File: src/dtbl_pkg.sv
// shared types, codes and constants of the dual token bucket limiter
`default_nettype none

package dtbl_pkg;

   // field widths
   localparam int RATE_BITS_DEFAULT = 20;
   localparam int MODE_BITS         = 2;
   localparam int TIME_BITS         = 32;
   localparam int COUNT_BITS        = 12;
   localparam int STATUS_BITS       = 3;
   localparam int LEFT_BITS         = 20;
   localparam int CSR_INDEX_BITS    = 2;

   // token arithmetic
   localparam int MILLI          = 1000;
   localparam int MAX_ELAPSED_MS = 1000;
   localparam int ELAPSED_BITS   = 10;
   localparam int NEED_BITS      = COUNT_BITS + ELAPSED_BITS;

   // reset rates
   localparam int RESET_MSG_RATE = 100;
   localparam int RESET_PT_RATE  = 500;

   // divide by 1000: drop 3 bits, then multiply by the reciprocal of 125
   localparam int          DIV_PRE_SHIFT = 3;
   localparam int          DIV_IN_BITS   = 31;
   localparam int          DIV_SHIFT     = 38;
   localparam int          DIV_PROD_BITS = DIV_IN_BITS + 32;
   localparam logic [31:0] DIV_RECIP     = 32'd2199023256;

   // queue between front and back
   localparam int QUEUE_DEPTH = 2;

   // request modes
   localparam logic [MODE_BITS-1:0] MODE_SEND   = 2'd0;
   localparam logic [MODE_BITS-1:0] MODE_REFUND = 2'd1;
   localparam logic [MODE_BITS-1:0] MODE_RELOAD = 2'd2;

   // result status codes
   localparam logic [STATUS_BITS-1:0] STATUS_GRANTED   = 3'd0;
   localparam logic [STATUS_BITS-1:0] STATUS_NO_LINK   = 3'd1;
   localparam logic [STATUS_BITS-1:0] STATUS_MSG_SHORT = 3'd2;
   localparam logic [STATUS_BITS-1:0] STATUS_PT_SHORT  = 3'd3;
   localparam logic [STATUS_BITS-1:0] STATUS_DONE      = 3'd4;

   // register indexes
   localparam logic [CSR_INDEX_BITS-1:0] CSR_LIMITING = 2'd0;
   localparam logic [CSR_INDEX_BITS-1:0] CSR_MSG_RATE = 2'd1;
   localparam logic [CSR_INDEX_BITS-1:0] CSR_PT_RATE  = 2'd2;

   // classified operation handed from front to back
   typedef enum logic [2:0] {
      OP_DENY,
      OP_PASS,
      OP_CHARGE,
      OP_REFUND,
      OP_RELOAD,
      OP_NONE
   } op_type;

   typedef struct packed {
      op_type                  op;
      logic [TIME_BITS-1:0]    now_ms;
      logic                    telemetry;
      logic [COUNT_BITS-1:0]   point_count;
   } cmd_type;

endpackage

`default_nettype wire

File: src/dtbl_queue.sv
// two-word queue between the front end and the bucket engine
`default_nettype none

module dtbl_queue (
   input  wire logic               clock,
   input  wire logic               reset,
   input  wire logic               push,
   input  wire dtbl_pkg::cmd_type  push_cmd,
   output logic                    full,
   input  wire logic               pop,
   output logic                    q_valid,
   output dtbl_pkg::cmd_type       q_cmd
);

   localparam int PTR_BITS = $clog2(dtbl_pkg::QUEUE_DEPTH);
   localparam int CNT_BITS = $clog2(dtbl_pkg::QUEUE_DEPTH + 1);

   dtbl_pkg::cmd_type      entry_ff [dtbl_pkg::QUEUE_DEPTH];
   logic [PTR_BITS-1:0]    wr_ptr_ff;
   logic [PTR_BITS-1:0]    rd_ptr_ff;
   logic [CNT_BITS-1:0]    count_ff;
   logic [CNT_BITS-1:0]    count_in;

   assign full    = count_ff == CNT_BITS'(dtbl_pkg::QUEUE_DEPTH);
   assign q_valid = count_ff != '0;
   assign q_cmd   = entry_ff[rd_ptr_ff];

   always_comb begin
      count_in = count_ff;
      if (push && !pop) begin
         count_in = count_ff + 1'b1;
      end else if (pop && !push) begin
         count_in = count_ff - 1'b1;
      end
   end

   always_ff @(posedge clock) begin
      if (reset) begin
         wr_ptr_ff <= '0;
         rd_ptr_ff <= '0;
         count_ff  <= '0;
      end else begin
         count_ff <= count_in;
         if (push) begin
            wr_ptr_ff <= wr_ptr_ff + 1'b1;
         end
         if (pop) begin
            rd_ptr_ff <= rd_ptr_ff + 1'b1;
         end
      end
   end

   always_ff @(posedge clock) begin
      if (push) begin
         entry_ff[wr_ptr_ff] <= push_cmd;
      end
   end

   // last word popped with nothing arriving leaves the queue empty
   a_drain_empty: assert property (@(posedge clock) disable iff (reset)
      (pop && !push && count_ff == CNT_BITS'(1)) |=> !q_valid)
      else $error("queue not empty after last word popped");

endmodule

`default_nettype wire

File: config.mk
export PLATFORM = sky130hd
export DESIGN_NAME = dtbl_queue
export DESIGN_NICKNAME = d
export VERILOG_FILES = /design/src/dtbl_pkg.sv /design/src/dtbl_queue.sv
export SDC_FILE = /design/constraint.sdc
export NUM_CORES = 1
export LEC_CHECK = 0
export BUFFER_PORTS_ARGS = -buffer_cell sky130_fd_sc_hd__buf_4
export CORE_MARGIN = 5
export CORE_UTILIZATION = 54
export CTS_BUF_LIST = sky130_fd_sc_hd__clkbuf_4
export DETAILED_ROUTE_END_ITERATION = 10
export GPL_ROUTABILITY_DRIVEN = 0
export GPL_TIMING_DRIVEN = 0
export PLACE_DENSITY = 0.82
export SYNTH_ARGS = -nofsm -noshare
export SYNTH_HDL_FRONTEND = slang
export SYNTH_SLANG_ARGS = --single-unit
File: constraint.sdc
create_clock -name clock -period 8.4 [get_ports clock]
set_clock_uncertainty 0.2 [all_clocks]
set_input_delay 0.84 -clock clock [delete_from_list [all_inputs] [get_ports clock]]
set_output_delay 0.84 -clock clock [all_outputs]
set_load 0.02 [all_outputs]
==> flow_summary.json, run 1 <==
{
  "clockRootBuffer": "clkbuf_4",
  "tightest_slew_ns": 0.826,
  "drv_slew": 0,
  "rsz0062_at_grt": "no",
  "cts_tree": "built",
  "slowest_stage": "dfxtp_1",
  "syn-instance-count": 171,
  "yosysUniqueCellTypes": 19,
  "r2r-start": "wr_ptr_ff",
  "pwr-share-seq_pct": 56.9,
  "syn_to_final_growth_pct": 29.4,
  "synth_nets": 224,
  "num_rows": 30,
  "p_clk_share_pct": 26.8,
  "synth_seq_cells": 101,
  "synth_top_area_cell": "edfxtp_1",
  "synth-edff-count": 96,
  "p_int_mw": 0.792,
  "path_class": "reg -> out",
  "grt_pass1_wl_mm": 10.0,
  "ys_seq_area_share_pct": 81.2,
  "coreArea_um2": 6720,
  "maxCapViolCount": 0,
  "cts_made_buffers": 9,
  "synth.area.top_cells": "edfxtp_1 (78%), mux2_2 (14%), dfxtp_1 (2.7%)",
  "antenna_left": 0,
  "hold_viol": 0,
  "grt_max_degree": 35,
  "first_iter_violations": 51,
  "dr.pass1.iters": 4,
  "cts_repair_resize_count": 0,
  "peakVddDrop_mv": 0.155,
  "p_switching_mw": 0.252,
  "clock_sinks": 101,
  "die_x_um": 92.5,
  "yosysWarningCount": 0,
  "ios": 102,
  "cp_top_family": "buffers and inverters",
  "syn_avg_cell_area_um2": 21.5,
  "start_util_pct": 54.7,
  "power_frac_comb_pct": 16.3,
  "path_depth": 4,
  "fillers": 456,
  "avgRoutedWirePerCell_um": 17.6,
  "drcViolationCount": 0,
  "path_clk_slew_ns": 0.15,
  "fin_area_um2": 4750,
  "io_buffers": 101,
  "crit_chain": "buf_4, buf_6, mux2_2, buf_4",
  "relSlewSlack_pct": 44.8,
  "fmax_mhz": 367,
  "route.vias.total": 1857,
  "dieArea_um2": 8550,
  "rrSetupSlack_ns": 6.61,
  "grt_usage_pct": 15.6,
  "cp_common_cell": "buf_4",
  "cts.htree.levels": 3,
  "startpoint_type": "flip-flop",
  "vias_per_cell": 5.02,
  "netlist_area_um2": 3670,
  "drive_above_1_share_pct": 60.0,
  "cp.required_ns": 7.36,
  "hold_path.class": "reg -> reg",
  "clockBufferDepth": 2,
  "r2r-end": "entry_ff[0][34]",
  "setup_tns_ns": 0,
  "ys.flop_type": "edfxtp_1",
  "antenna_found_initial": 0,
  "setup_viol": 0,
  "async_flop_share_pct": 0,
  "arrival_ns": 1.68,
  "antenna_cells": 0,
  "crit_buf_inv": 3,
  "status": "completed",
  "critPathMaxStageDelay_ns": 0.38,
  "postCtsHoldBufs": 0,
  "clkLatencyLatePin_ns": 0.41,
  "die_h_um": 92.5,
  "dp.final_hpwl_mm": 4.47,
  "worstSetupEndpoint": "q_cmd[24]",
  "cp-end-kind": "output pin",
  "placed_area_um2": 4590,
  "finalPower_mw": 1.04,
  "finalCritPeriodShare_pct": 32.4,
  "grt_pass1_vias": 2075,
  "reg2reg_depth": 2,
  "cp_max_fo": 10,
  "grt_overflow_total": 0,
  "powerDensity_nw_per_um2": 220,
  "drt_wl_total_mm": 6.50,
  "synth_top_area_share_pct": 78.5,
  "postCtsSetupBuffers": 0,
  "num-nets-final": 338,
  "period_minus_slack_ns": 2.72,
  "leakagePower_nw": 1.80,
  "switching_share_pct": 24.2
}
[how the worst min path moves through the flow]
stage	from	end	slack [ns]	cells past startpoint
floorplan	count_ff[1]	count_ff[1]	0.26	2
global placement	count_ff[1]	count_ff[1]	0.28	2
detailed placement	count_ff[1]	count_ff[1]	0.30	2
CTS	count_ff[1]	count_ff[1]	0.32	2
global route	reset	count_ff[1]	0.34	2
finish	count_ff[1]	count_ff[1]	0.31	2
[logic make-up after synthesis]
logic type	Yosys count	synth area share (%)
adders and majority gates	1	0.341
xor gates and xnor gates	4	0.954
buffers and inverters	6	1.19
and+or+nand+nor	9	1.33
muxes	48	14.7
DFF	101	81.2
AOI/OAI and AO/OA	2	0.272
[cell usage after synthesis (all sizes together) (2+ instances only)]
library cell   n
edfxtp        96
mux2          48
buf            5
dfxtp          5
nor2           4
xnor2          2
xor2           2
[cell type report]
class	instances	area, um2	share of cell area [%]
sequential	101	2980	62.8
tap	80	100	2.11
buffer	5	40.0	0.842
timing repair buffer	103	806	17.0
clock buffer	9	67.6	1.42
multi-input combinational	64	656	13.8
clock inverter	7	97.6	2.05
inverter	1	3.75	0.0790
[power by group through the flow]
stage               clock [mW]  combinational (mW)  sequential [mW]
CTS                      0.288               0.173            0.595
global route             0.311               0.182            0.597
global placement             0               0.165            0.606
finish                   0.280               0.170            0.594
detailed placement           0               0.173            0.606
floorplan                    0              0.0937            0.604
[worst register-to-register path: cells and delay by family (launching register included)]
family | cells | cell delay [ns]
buffers and inverters | 1 | 0.26
and+or+nand+nor | 1 | 0.67
DFF | 1 | 0.38
[routing by layer]
layer / global-route usage [%] / wire [um] / part of all wire, % / vias to the layer above
met3: 4.22 / 439 / 6.8 / 8
li1: - / - / - / 893
met2: 27.4 / 3310 / 51 / 65
met1: 17.8 / 2670 / 41 / 891
met5: 0 / 0 / 0 / -
met4: 7.05 / 79 / 1.2 / 0
[cells in the final DEF (no fill, tap or decap), drive strengths merged]
master,n
and2b,1
nor2,4
xor2,2
inv,3
or2,1
a21oi,1
clkinv,2
buf,108
and2,1
edfxtp,96
clkbuf,9
nor2b,1
dfxtp,5
bufinv,2
clkinvlp,1
o21ai,1
xnor2,2
ha,1
mux2,48
or3,1
[registers in the layout, indices dropped and copies added, names as in the netlist, named ones only]
register and cells:
count_ff 2, entry_ff 96, rd_ptr_ff 1, wr_ptr_ff 1
[metrics by stage]
stage	setup WS, ns	util (%)	hold slack (ns)	cells
floorplan	4.77	-	0.256	171
CTS	5.61	70.7	0.318	370
global placement	3.46	67.4	0.278	352
detailed placement	5.94	68.3	0.298	354
global route	5.56	70.7	0.337	370
finish	5.68	70.7	0.313	370
(Power assumes the default switching activity.)
==> inputs of run 2 (changes only) <==
==> constraint.sdc (replaced) <==
create_clock -name clock -period 2.75 [get_ports clock]
set_clock_uncertainty 0.2 [all_clocks]
set_input_delay 0.275 -clock clock [delete_from_list [all_inputs] [get_ports clock]]
set_output_delay 0.275 -clock clock [all_outputs]
set_load 0.02 [all_outputs]
==> flow_summary.json, run 2 (synthesis results as in run 1) <==
{
  "path_clk_slew_ns": 0.16,
  "pwr-share-seq_pct": 57.7,
  "cts_tree": "built",
  "p_clk_share_pct": 23.5,
  "status": "completed",
  "antenna_cells": 0,
  "largest_reg_flops": 96,
  "rrSetupSlack_ns": 0.88,
  "die_h_um": 92.5,
  "largest_register": "entry_ff",
  "clockBufferDepth": 2,
  "startpoint_type": "flip-flop",
  "drive_above_1_share_pct": 50.4,
  "avgRoutedWirePerCell_um": 17.7,
  "maxCapViolCount": 0,
  "ios": 102,
  "top_regs": "entry_ff (96), count_ff (2)",
  "switching_share_pct": 24.7,
  "period_minus_slack_ns": 2.18,
  "place_inst": 354,
  "finalCritPeriodShare_pct": 79.3,
  "tightest_slew_ns": 0.817,
  "grt_pass1_vias": 2292,
  "clockRootBuffer": "clkbuf_4",
  "syn_to_final_growth_pct": 42.6,
  "route.vias.total": 2093,
  "grt_max_degree": 27,
  "vias_per_cell": 4.97,
  "peakVddDrop_mv": 0.355,
  "grt_overflow_total": 0,
  "setup_viol": 0,
  "hold_viol": 0,
  "drt_wl_total_mm": 7.47,
  "drv_slew": 0,
  "num_rows": 30,
  "cts_made_buffers": 9,
  "fin_area_um2": 5240,
  "power_frac_comb_pct": 18.8,
  "hold_path.class": "reg -> reg",
  "cp_max_fo": 10,
  "dr.pass1.iters": 4,
  "coreArea_um2": 6720,
  "grt_pass1_wl_mm": 11.6,
  "die_x_um": 92.5,
  "antenna_left": 0,
  "relSlewSlack_pct": 45.4,
  "rsz0062_at_grt": "no",
  "arrival_ns": 1.71,
  "clkLatencyLatePin_ns": 0.43,
  "dieArea_um2": 8550,
  "path_class": "reg -> out",
  "p_switching_mw": 0.776,
  "final_util_pct": 78.0,
  "powerDensity_nw_per_um2": 600,
  "placed_area_um2": 4600,
  "io_buffers": 101,
  "cp.required_ns": 2.28,
  "final_common_cell": "buf_4",
  "final_cell_count_no_fill": 421,
  "first_iter_violations": 74,
  "start_util_pct": 54.7,
  "leakagePower_nw": 2.00,
  "fmax_mhz": 458,
  "cts.htree.levels": 3,
  "grt_usage_pct": 18.2,
  "dp.final_hpwl_mm": 4.31,
  "p_int_mw": 2.37,
  "fillers": 382,
  "drcViolationCount": 0,
  "num-nets-final": 389,
  "antenna_found_initial": 0,
  "final_cell_mix": "buf_4 (102), edfxtp_1 (96), dlygate4sd3_1 (51), mux2_2 (47), clkbuf_4 (9)",
  "cp-end-kind": "output pin",
  "clock_sinks": 101
}
[run 2: cell count changes in the layout (fill, tap and decap cells not counted)]
cell | before | now
clkinv_4 | 1 | 2
inv_6 | 2 | 0
buf_16 | 1 | 2
dlygate4sd3_1 | 0 | 51
bufinv_16 | 2 | 1
clkinv_1 | 1 | 3
buf_12 | 1 | 0
[run 2: area by class of cell]
type | instances | area (um2) | area share (%)
well taps | 80 | 100 | 1.91
clock buffers | 9 | 67.6 | 1.29
inverters | 1 | 3.75 | 0.0716
repair buffers | 154 | 1320 | 25.3
multi-input cells | 64 | 656 | 12.5
flip-flops and latches | 101 | 2980 | 56.9
plain buffers | 5 | 40.0 | 0.764
clock inverters | 7 | 66.3 | 1.27
[run 2: power by group through the flow]
stage | clock network, mW | logic [mW] | registers, mW
floorplan | 0 | 0.287 | 1.84
global placement | 0 | 0.503 | 1.85
detailed placement | 0 | 0.528 | 1.85
CTS | 0.745 | 0.590 | 1.81
global route | 0.830 | 0.628 | 1.82
finish | 0.737 | 0.591 | 1.81
[run 2: worst max-delay path, stage by stage (launching register included)]
cell     delay, ns
dfxtp_1       0.37
buf_4         0.21
buf_6         0.17
mux2_2        0.36
buf_4         0.16
[run 2: worst paths after layout]
kind	from	endpoint	depth (start not counted)
worst max-delay path	flip-flop	q_cmd[17]	4
worst min-delay path	count_ff[1]	count_ff[1]	2
worst max register to register	wr_ptr_ff	entry_ff[1][29]	2
worst min register to register	count_ff[1]	count_ff[1]	2
[run 2: timing repair]
action                                 in CTS  in global routing
setup buffers                               0                  0
gates resized for setup                     0                  0
endpoints found under the hold margin     101                  0
hold buffers                               51                  0
setup endpoints to repair                   0                  0
[run 2: layer usage]
layer  track usage, %  part of all wire, %
met5                0                    0
met1             20.9                   39
met4             7.43                  1.7
met2             32.7                   52
met3             4.31                  7.3
[run 2: per-stage QoR]
step	hold slack [ns]	TNS, ns	worst slack, ns	power, mW
finish	0.314	0	0.568	3.14
global route	0.323	0	0.487	3.28
CTS	0.314	0	0.554	3.15
detailed placement	0.262	0	0.856	2.38
global placement	0.260	-9.30	-0.196	2.35
floorplan	0.144	0	0.543	2.13
